### config.mk
export PLATFORM = sky130hd
export DESIGN_NAME = multi_link_frame_receiver_unit
export DESIGN_NICKNAME = d
export VERILOG_FILES = /design/src/design/mlfr_pkg.sv /design/src/design/mlfr_cfg.sv /design/src/design/mlfr_parser.sv /design/src/design/multi_link_frame_receiver_unit.sv
export SDC_FILE = /design/constraint.sdc
export NUM_CORES = 1
export LEC_CHECK = 0
export ABC_CLOCK_PERIOD_IN_PS = 7100
export BUFFER_PORTS_ARGS = -buffer_cell sky130_fd_sc_hd__clkbuf_2
export CORE_MARGIN = 2
export CORE_UTILIZATION = 40
export DETAILED_ROUTE_END_ITERATION = 7
export GPL_ROUTABILITY_DRIVEN = 0
export MAX_ROUTING_LAYER = met4
export SETUP_SLACK_MARGIN = 0.4
export SYNTH_ARGS = -nofsm -noshare
export SYNTH_HDL_FRONTEND = slang
export SYNTH_SLANG_ARGS = --single-unit
### constraint.sdc
create_clock -name clk_i -period 7.1 [get_ports clk_i]
set_input_delay 2.13 -clock clk_i [delete_from_list [all_inputs] [get_ports clk_i]]
set_output_delay 2.13 -clock clk_i [all_outputs]
set_load 0.02 [all_outputs]
### src/design/mlfr_pkg.sv
// shared types, constants and helpers of the multi-link frame receiver
package mlfr_pkg;

  localparam int LINKS      = 4;
  localparam int LINK_W     = (LINKS > 1) ? $clog2(LINKS) : 1;
  localparam int HEADER_LEN = 6;
  localparam int CNT_W      = 17;
  localparam int LEN_W      = 16;
  localparam int MASK_W     = 16;
  localparam int LIDX_W     = 4;
  localparam int SEL_W      = 5;
  localparam int CIDX_W     = 8;
  localparam int CDATA_W    = 16;
  localparam int OUT_TDATA_W = 64;

  // register indexes on the configuration channel
  localparam logic [CIDX_W-1:0] CFG_HEAD_BYTE    = 8'd0;
  localparam logic [CIDX_W-1:0] CFG_MY_DEVICE_ID = 8'd1;
  localparam logic [CIDX_W-1:0] CFG_BROADCAST_ID = 8'd2;
  localparam logic [CIDX_W-1:0] CFG_MAX_DATA_LEN = 8'd3;

  // frame identifiers and payload markers used for dispatch class
  localparam logic [7:0] ID_ZERO  = 8'h00;
  localparam logic [7:0] ID_C0    = 8'hC0;
  localparam logic [7:0] ID_C1    = 8'hC1;
  localparam logic [7:0] ID_E0    = 8'hE0;
  localparam logic [7:0] ID_E1    = 8'hE1;
  localparam logic [7:0] FIRST_C0 = 8'hC0;

  typedef enum logic [2:0] {
    PH_HUNT   = 3'd0,
    PH_HEADER = 3'd1,
    PH_DATA   = 3'd2,
    PH_SUM    = 3'd3,
    PH_ADD    = 3'd4
  } phase_e;

  typedef enum logic [2:0] {
    EV_NONE     = 3'd0,
    EV_GOOD     = 3'd1,
    EV_CHK_FAIL = 3'd2,
    EV_LEN_DROP = 3'd3,
    EV_IGNORED  = 3'd4
  } event_e;

  typedef enum logic [1:0] {
    CLS_GENERIC = 2'd0,
    CLS_ZERO_C0 = 2'd1,
    CLS_COMMAND = 2'd2,
    CLS_PARAM   = 2'd3
  } class_e;

  typedef struct packed {
    logic [7:0]       head_byte;
    logic [7:0]       my_device_id;
    logic [7:0]       broadcast_id;
    logic [LEN_W-1:0] max_data_len;
  } cfg_t;

  typedef struct packed {
    phase_e           phase;
    logic [CNT_W-1:0] byte_count;
    logic [7:0]       running_sum;
    logic [7:0]       running_add;
    logic [7:0]       frame_dest;
    logic [7:0]       frame_ident;
    logic [LEN_W-1:0] payload_len;
    logic [7:0]       first_payload;
  } link_state_t;

  typedef struct packed {
    logic [LIDX_W-1:0] link_index;
    logic              in_frame;
    logic              payload_valid;
    logic [LEN_W-1:0]  payload_offset;
    event_e            event_res;
    logic              deliver_local;
    logic              forward;
    class_e            frame_class;
    logic [7:0]        frame_id;
    logic [7:0]        dest_id;
    logic [LEN_W-1:0]  data_length;
  } result_t;

  // index of the lowest set bit, MASK_W when no bit is set
  function automatic logic [SEL_W-1:0] lowest_set(input logic [MASK_W-1:0] mask);
    logic [SEL_W-1:0] idx;
    idx = SEL_W'(MASK_W);
    for (int i = MASK_W - 1; i >= 0; i--) begin
      if (mask[i]) idx = SEL_W'(i);
    end
    return idx;
  endfunction

endpackage

### src/design/mlfr_cfg.sv
// configuration register file of the frame receiver
module mlfr_cfg (
  input  logic                          clk_i,
  input  logic                          rst_ni,
  input  logic                          wr_en_i,
  input  logic [mlfr_pkg::CIDX_W-1:0]   wr_index_i,
  input  logic [mlfr_pkg::CDATA_W-1:0]  wr_data_i,
  output mlfr_pkg::cfg_t                cfg_o
);
  import mlfr_pkg::*;

  cfg_t cfg_q;

  always_ff @(posedge clk_i or negedge rst_ni) begin
    if (!rst_ni) begin
      cfg_q.head_byte    <= 8'hAB;
      cfg_q.my_device_id <= 8'h00;
      cfg_q.broadcast_id <= 8'hFF;
      cfg_q.max_data_len <= LEN_W'(300);
    end else if (wr_en_i) begin
      case (wr_index_i)
        CFG_HEAD_BYTE:    cfg_q.head_byte    <= wr_data_i[7:0];
        CFG_MY_DEVICE_ID: cfg_q.my_device_id <= wr_data_i[7:0];
        CFG_BROADCAST_ID: cfg_q.broadcast_id <= wr_data_i[7:0];
        CFG_MAX_DATA_LEN: cfg_q.max_data_len <= wr_data_i[LEN_W-1:0];
        default: ;
      endcase
    end
  end

  assign cfg_o = cfg_q;

endmodule

### src/design/mlfr_parser.sv
// one step of a link's frame parser: next link state and the result of one byte
module mlfr_parser (
  input  mlfr_pkg::link_state_t st_i,
  input  mlfr_pkg::cfg_t        cfg_i,
  input  logic [7:0]            byte_i,
  output mlfr_pkg::link_state_t st_o,
  output mlfr_pkg::result_t     res_o
);
  import mlfr_pkg::*;

  logic [7:0]       sum_add;
  logic [7:0]       add_add;
  logic [CNT_W-1:0] cnt_inc;
  logic [CNT_W-1:0] data_end;
  logic [LEN_W-1:0] data_off;
  class_e           cls;

  assign sum_add  = st_i.running_sum + byte_i;
  assign add_add  = st_i.running_add + sum_add;
  assign cnt_inc  = st_i.byte_count + CNT_W'(1);
  assign data_end = CNT_W'(HEADER_LEN) + {1'b0, st_i.payload_len};
  assign data_off = LEN_W'(st_i.byte_count - CNT_W'(HEADER_LEN));

  always_comb begin
    if (st_i.frame_ident == ID_ZERO) begin
      cls = (st_i.payload_len != '0 && st_i.first_payload == FIRST_C0) ?
            CLS_ZERO_C0 : CLS_GENERIC;
    end else if (st_i.frame_ident == ID_C0 || st_i.frame_ident == ID_C1) begin
      cls = CLS_COMMAND;
    end else if (st_i.frame_ident == ID_E0 || st_i.frame_ident == ID_E1) begin
      cls = CLS_PARAM;
    end else begin
      cls = CLS_GENERIC;
    end
  end

  always_comb begin
    logic report;
    report = 1'b0;
    st_o   = st_i;
    res_o  = '0;
    case (st_i.phase)
      PH_HUNT: begin
        if (byte_i == cfg_i.head_byte) begin
          st_o             = '0;
          st_o.phase       = PH_HEADER;
          st_o.byte_count  = CNT_W'(1);
          st_o.running_sum = byte_i;
          st_o.running_add = byte_i;
          res_o.in_frame   = 1'b1;
        end
      end
      PH_HEADER: begin
        res_o.in_frame   = 1'b1;
        st_o.running_sum = sum_add;
        st_o.running_add = add_add;
        st_o.byte_count  = cnt_inc;
        case (st_i.byte_count)
          CNT_W'(2): st_o.frame_dest  = byte_i;
          CNT_W'(3): st_o.frame_ident = byte_i;
          CNT_W'(4): st_o.payload_len = {st_i.payload_len[15:8], byte_i};
          CNT_W'(5): st_o.payload_len = {byte_i, st_i.payload_len[7:0]};
          default: ;
        endcase
        if (cnt_inc >= CNT_W'(HEADER_LEN)) begin
          if (st_o.payload_len >= cfg_i.max_data_len) begin
            st_o.phase      = PH_HUNT;
            res_o.event_res = EV_LEN_DROP;
            report          = 1'b1;
          end else if (st_o.payload_len == '0) begin
            st_o.phase = PH_SUM;
          end else begin
            st_o.phase = PH_DATA;
          end
        end
      end
      PH_DATA: begin
        res_o.in_frame       = 1'b1;
        res_o.payload_valid  = 1'b1;
        res_o.payload_offset = data_off;
        if (data_off == '0) st_o.first_payload = byte_i;
        st_o.running_sum = sum_add;
        st_o.running_add = add_add;
        st_o.byte_count  = cnt_inc;
        if (cnt_inc >= data_end) st_o.phase = PH_SUM;
      end
      PH_SUM: begin
        res_o.in_frame   = 1'b1;
        st_o.running_sum = st_i.running_sum ^ byte_i;
        st_o.phase       = PH_ADD;
      end
      PH_ADD: begin
        res_o.in_frame = 1'b1;
        st_o.phase     = PH_HUNT;
        report         = 1'b1;
        if (st_i.running_sum == '0 && st_i.running_add == byte_i) begin
          res_o.event_res     = EV_GOOD;
          res_o.deliver_local = (st_i.frame_dest == cfg_i.my_device_id) ||
                                (st_i.frame_dest == cfg_i.broadcast_id);
          res_o.forward       = (st_i.frame_dest != cfg_i.my_device_id);
          res_o.frame_class   = cls;
        end else begin
          res_o.event_res = EV_CHK_FAIL;
        end
      end
      default: begin
        st_o.phase = PH_HUNT;
      end
    endcase
    if (report) begin
      res_o.frame_id    = st_o.frame_ident;
      res_o.dest_id     = st_o.frame_dest;
      res_o.data_length = st_o.payload_len;
    end
  end

endmodule

### src/design/multi_link_frame_receiver_unit.sv
// top level of the multi-link frame receiver: input stage, link state bank, result stage
//
// channel   dir  transfer when            payload
// s_axis    in   tvalid & tready          tuser: link_mask, tdata: data_byte
// m_axis    out  tvalid & tready          tuser: link_index, tdata: result fields
// cfg       in   cfg_valid_i & cfg_ready_o register index and write data
//
// one byte per cycle sustained while results are taken; each byte passes through the input
// register and then the result register, moving on only when the result register frees up
// the per-link state is read and updated combinationally between the two registers and
// written back as the byte moves on, so back-to-back bytes on one link need no bypass
// reset puts every link in head hunt and loads the register reset values
// a stalled result holds the result register; the input register fills behind it,
// then s_axis_tready drops until the result is taken
module multi_link_frame_receiver_unit (
  input  logic                           clk_i,
  input  logic                           rst_ni,
  // byte input
  input  logic                           s_axis_tvalid,
  output logic                           s_axis_tready,
  input  logic [7:0]                     s_axis_tdata,   // [7:0] data_byte
  input  logic [mlfr_pkg::MASK_W-1:0]    s_axis_tuser,   // [15:0] link_mask
  // result output
  output logic                           m_axis_tvalid,
  input  logic                           m_axis_tready,
  // [0] in_frame, [1] payload_valid, [17:2] payload_offset, [20:18] event_res,
  // [21] deliver_local, [22] forward, [24:23] frame_class, [32:25] frame_id,
  // [40:33] dest_id, [56:41] data_length, [63:57] zero
  output logic [mlfr_pkg::OUT_TDATA_W-1:0] m_axis_tdata,
  output logic [mlfr_pkg::LIDX_W-1:0]    m_axis_tuser,   // [3:0] link_index
  // configuration writes
  input  logic                           cfg_valid_i,
  output logic                           cfg_ready_o,
  input  logic [mlfr_pkg::CIDX_W-1:0]    cfg_index_i,
  input  logic [mlfr_pkg::CDATA_W-1:0]   cfg_data_i
);
  import mlfr_pkg::*;

  cfg_t cfg;

  // input stage
  logic              in_vld_q;
  logic [MASK_W-1:0] mask_q;
  logic [7:0]        byte_q;

  // result stage
  logic    out_vld_q;
  result_t res_q;

  // per-link parser state
  link_state_t link_q [LINKS];

  logic              advance;
  logic              fire;
  logic [SEL_W-1:0]  sel_idx;
  logic              link_ok;
  logic [LINK_W-1:0] link_sel;
  link_state_t       st_cur;
  link_state_t       st_nxt;
  result_t           step_res;
  result_t           res_d;

  assign cfg_ready_o = 1'b1;

  mlfr_cfg u_cfg (
    .clk_i      (clk_i),
    .rst_ni     (rst_ni),
    .wr_en_i    (cfg_valid_i & cfg_ready_o),
    .wr_index_i (cfg_index_i),
    .wr_data_i  (cfg_data_i),
    .cfg_o      (cfg)
  );

  // the result register frees up whenever it is empty or being taken
  assign advance       = !out_vld_q || m_axis_tready;
  assign fire          = in_vld_q && advance;
  assign s_axis_tready = !in_vld_q || advance;

  // lowest set mask bit picks the link; out of range or no bit drops the byte
  assign sel_idx  = lowest_set(mask_q);
  assign link_ok  = (sel_idx < SEL_W'(LINKS));
  assign link_sel = sel_idx[LINK_W-1:0];
  assign st_cur   = link_q[link_sel];

  mlfr_parser u_parser (
    .st_i   (st_cur),
    .cfg_i  (cfg),
    .byte_i (byte_q),
    .st_o   (st_nxt),
    .res_o  (step_res)
  );

  always_comb begin
    if (link_ok) begin
      res_d            = step_res;
      res_d.link_index = sel_idx[LIDX_W-1:0];
    end else begin
      res_d            = '0;
      res_d.event_res  = EV_IGNORED;
      res_d.link_index = (sel_idx < SEL_W'(MASK_W)) ? sel_idx[LIDX_W-1:0] : '0;
    end
  end

  always_ff @(posedge clk_i or negedge rst_ni) begin
    if (!rst_ni) begin
      in_vld_q <= 1'b0;
    end else if (s_axis_tvalid && s_axis_tready) begin
      in_vld_q <= 1'b1;
    end else if (advance) begin
      in_vld_q <= 1'b0;
    end
  end

  always_ff @(posedge clk_i) begin
    if (s_axis_tvalid && s_axis_tready) begin
      mask_q <= s_axis_tuser;
      byte_q <= s_axis_tdata;
    end
  end

  always_ff @(posedge clk_i or negedge rst_ni) begin
    if (!rst_ni) begin
      for (int i = 0; i < LINKS; i++) begin
        link_q[i] <= '0;
      end
    end else if (fire && link_ok) begin
      link_q[link_sel] <= st_nxt;
    end
  end

  always_ff @(posedge clk_i or negedge rst_ni) begin
    if (!rst_ni) begin
      out_vld_q <= 1'b0;
    end else if (fire) begin
      out_vld_q <= 1'b1;
    end else if (m_axis_tready) begin
      out_vld_q <= 1'b0;
    end
  end

  always_ff @(posedge clk_i) begin
    if (fire) begin
      res_q <= res_d;
    end
  end

  assign m_axis_tvalid = out_vld_q;
  assign m_axis_tuser  = res_q.link_index;
  assign m_axis_tdata  = {
    7'd0,
    res_q.data_length,
    res_q.dest_id,
    res_q.frame_id,
    res_q.frame_class,
    res_q.forward,
    res_q.deliver_local,
    res_q.event_res,
    res_q.payload_offset,
    res_q.payload_valid,
    res_q.in_frame
  };

  // a byte for a link out of range reports ignored and nothing else
  a_ignored_event: assert property (@(posedge clk_i) disable iff (!rst_ni)
    fire && !link_ok |=> res_q.event_res == EV_IGNORED && !res_q.in_frame)
    else $error("out of range link did not report ignored");

  // a payload byte is always part of a frame
  a_payload_in_frame: assert property (@(posedge clk_i) disable iff (!rst_ni)
    out_vld_q && res_q.payload_valid |-> res_q.in_frame)
    else $error("payload byte flagged outside a frame");

  // dispatch flags only come with a good frame end
  a_dispatch_good: assert property (@(posedge clk_i) disable iff (!rst_ni)
    out_vld_q && (res_q.deliver_local || res_q.forward) |-> res_q.event_res == EV_GOOD)
    else $error("dispatch flag without good frame end");

  // a held input byte is neither lost nor overwritten
  a_input_hold: assert property (@(posedge clk_i) disable iff (!rst_ni)
    in_vld_q && !advance |=> in_vld_q && $stable(byte_q) && $stable(mask_q))
    else $error("input stage lost or overwrote a waiting byte");

endmodule
==> metrics.cfg <==
[routing]
avgViaCountPerCell=5.53
m1WireLength_mm=29.3
routed_wl_mm=64.0
drc=0
initialDrtViolationCount=1583
drt_pass1_iterations=6
via_count=17700
highest_layer=met4
wl_per_cell_um=20.0
wl_met3_mm=3.42
wl_met2_mm=29.7
ant_nets=0

[place]
dpl.hpwl_mm=41.8
numPortBuffers=115
post-place-ws_ps=352
placed_area_sq_um=23900

[sta]
fmax_ghz=0.164
hold_slack_ps=477
drv_slew=0
finClkSkew_ps=47.5
rsz0062_at_grt=false
slew-limit-headroom=0.214
hold_viol=0
setup-violations-final=0
setup_ws_ps=1000
timing.final.crit_share=0.859
finalCriticalPeriod_ps=6100
worst_slew_pin_slew_ps=1180
fin_tns_setup_ps=0

[die]
start_util=0.404
core_area_sq_um=56300
dieArea_sq_um=58700
pin_count=124
die_x_um=242
die_h_um=242
row_count=87

[critical_path]
crit_chain=or3_4 > o211ai_2 > nand2_2 > nand2_1 > a22o_1 > nand4_1 > nor4_4 > buf_4 > buf_4 > nand2_1 > o21ai_0 > ha_1 > a21o_1 > a31oi_1 > o21ai_0 > a31oi_1 > o21a_1 > o21ai_0 > inv_1 > nand4_1 > nor4b_2 > o21ai_1 > a41o_1 > o21ai_1
cp-start-kind=flip-flop
r2r_slack_ps=1000
cp_common_cell=o21ai_0
cp-startpoint=mask_q[9]
reg2reg_to=link_q[225]
cp-end-kind=flip-flop
critical_path.top_delay_family=compound AO/OA/AOI/OAI gates
critPathBufInv=3
max_stage_delay_ps=660
reg2reg_from=mask_q[9]
crit_type=flip-flop to flip-flop
cp.arrival_ps=6540
critPathRequiredTime_ps=7550
reg2regPathDepth=24
cp_slowest_cell=o211ai_2
cp_max_fo=14

[global_route]
grt_pass1_wl_mm=101
grt_pass1_vias=17500
antenna_found_initial=0
grt_start_max_net_pins=132
grt_remaining_overflow=0
track_usage=0.222

[synth]
ys_warn_count=0
synth_top_flop_cell=dfrtp_1
ys_seq_elements=431
ys_types=88
avgSynthCellArea_sq_um=9.62
syn_area_sq_um=22700
syn_inst=2361
yosysSeqAreaShare=0.494
synthArstFlopShare=0.803
synth_edf_count=85

[finish]
diodes=0
multi_input_area_sq_um=10600
num-nets-final=2513
layout_commonest_cell=nand2_1
seqCellArea_sq_um=11200
final_core_util=0.455
drive_gt1_frac=0.166
layout_common_cells=nand2_1, dfrtp_1, o21ai_0
syn2layout_area_growth_pct=12.6
fin_area_sq_um=25600
fillCellCount=5377

[clocking]
cts.clk_slew.worst_paths_ps=60
cts_max_level=2
root_buffer=clkbuf_16
ctsLongestPathBuffers=3
cts_tree=done
clk_latency_ps=620
cts_buffers=49
cts.sink_count=431
ctsHoldBuffers=0

[pwr]
comb_power_share=0.388
clock_power_share=0.251
p_switching_mw=4.08
seqPwrFrac=0.362
peakVddDrop_mv=0.202
p_int_mw=6.39
switching_share=0.390
leakage_nw=10.9
power.density_cell_area_nw_per_um2=409

[worst_hold_path]
min-delay-start=link_q[52]
worst_hold_path_type=flip-flop to flip-flop
holdPathEnd=link_q[52]
hold_depth=2

[run_status]
status=complete, no violations

[flow_run]
max_cap_violations=0

cells by family (layout without fill, tap and decap cells):
| family | count (synthesis) | after routing | synth area share |
|---|---|---|---|
| AO/OA/AOI/OAI | 593 | 593 | 0.163 |
| XOR/XNOR | 86 | 86 | 0.0332 |
| adder cells (fa/ha/maj) | 51 | 51 | 0.0288 |
| buffers and inverters | 209 | 292 | 0.0405 |
| flip-flops | 431 | 431 | 0.494 |
| multiplexers | 129 | 129 | 0.0596 |
| other | 2 | 8 | 0.000331 |
| AND/OR/NAND/NOR | 860 | 860 | 0.180 |
power groups by stage:
stage	Sequential (mW)	Combinational (mW)	Clock, mW
after global routing	3.88	4.51	2.77
final	3.79	4.06	2.62
after floorplan	3.76	2.97	0
after detailed placement	3.82	4.02	0
after global placement	3.79	3.90	0
after CTS	3.78	4.04	2.67
how the worst max path moves through the flow:
stage / end / slack (ps) / cells after the start
finish: link_q[225] / 1000 / 24
global route: link_q[149] / 620 / 24
CTS: link_q[225] / 680 / 22
detailed placement: link_q[225] / 350 / 22
global placement: link_q[149] / 610 / 22
floorplan: link_q[42] / 1490 / 10
flip-flops by register name, indices dropped and copies added, names as in the netlist:
signal	count
m_axis_tdata	57
u_cfg.cfg_o	40
m_axis_tvalid	1
m_axis_tuser	4
in_vld_q	1
link_q	304
mask_q	16
byte_q	8
synth_stat cells, types with 20 or more instances:
cell / instances / area (sq um)
a21oi_1: 136 / 681
a31oi_1: 35 / 219
buf_2: 23 / 115
clkbuf_1: 114 / 428
dfrtp_1: 329 / 8230
edfxtp_1: 85 / 2550
ha_1: 49 / 613
inv_1: 37 / 139
mux2_2: 50 / 563
mux2i_1: 79 / 791
nand2_1: 420 / 1580
nand3_1: 97 / 485
nand4_1: 25 / 156
nor2_1: 164 / 616
nor3_1: 20 / 100
nor3_2: 35 / 350
o21ai_0: 260 / 1300
xnor2_1: 66 / 578
xor2_1: 20 / 175
layer usage:
metal  up-vias  GRT usage
met3       102     0.0297
met4         0     0.0719
met5         -          -
met2       498      0.346
met1      8742      0.300
li1       8396          -
timing repair:
item                                    CTS  global route
pin swaps                                 0             2
gates resized for setup                   1             0
endpoints found under the setup margin    8            36
setup buffers                             0             5
tightest hold or removal path, stage by stage, from the launching register on:
cell and delay, ps:
dfrtp_1 340, nand2_1 40, o21ai_0 60
final cells by class:
class                      count  share of cell area
clock buffer                  73              0.0562
timing repair buffer         158              0.0365
sequential                   431               0.439
inverter                      42             0.00636
multi-input combinational   1727               0.415
clock inverter                19             0.00993
tap                          756              0.0370
per-stage QoR:
step	total power, mW	std cells
after detailed placement	7.84	3109
after CTS	10.5	3201
after global placement	7.69	3109
after global routing	11.2	3206
final	10.5	3206
after floorplan	6.73	2367
Power figures use the tool's default switching activity.
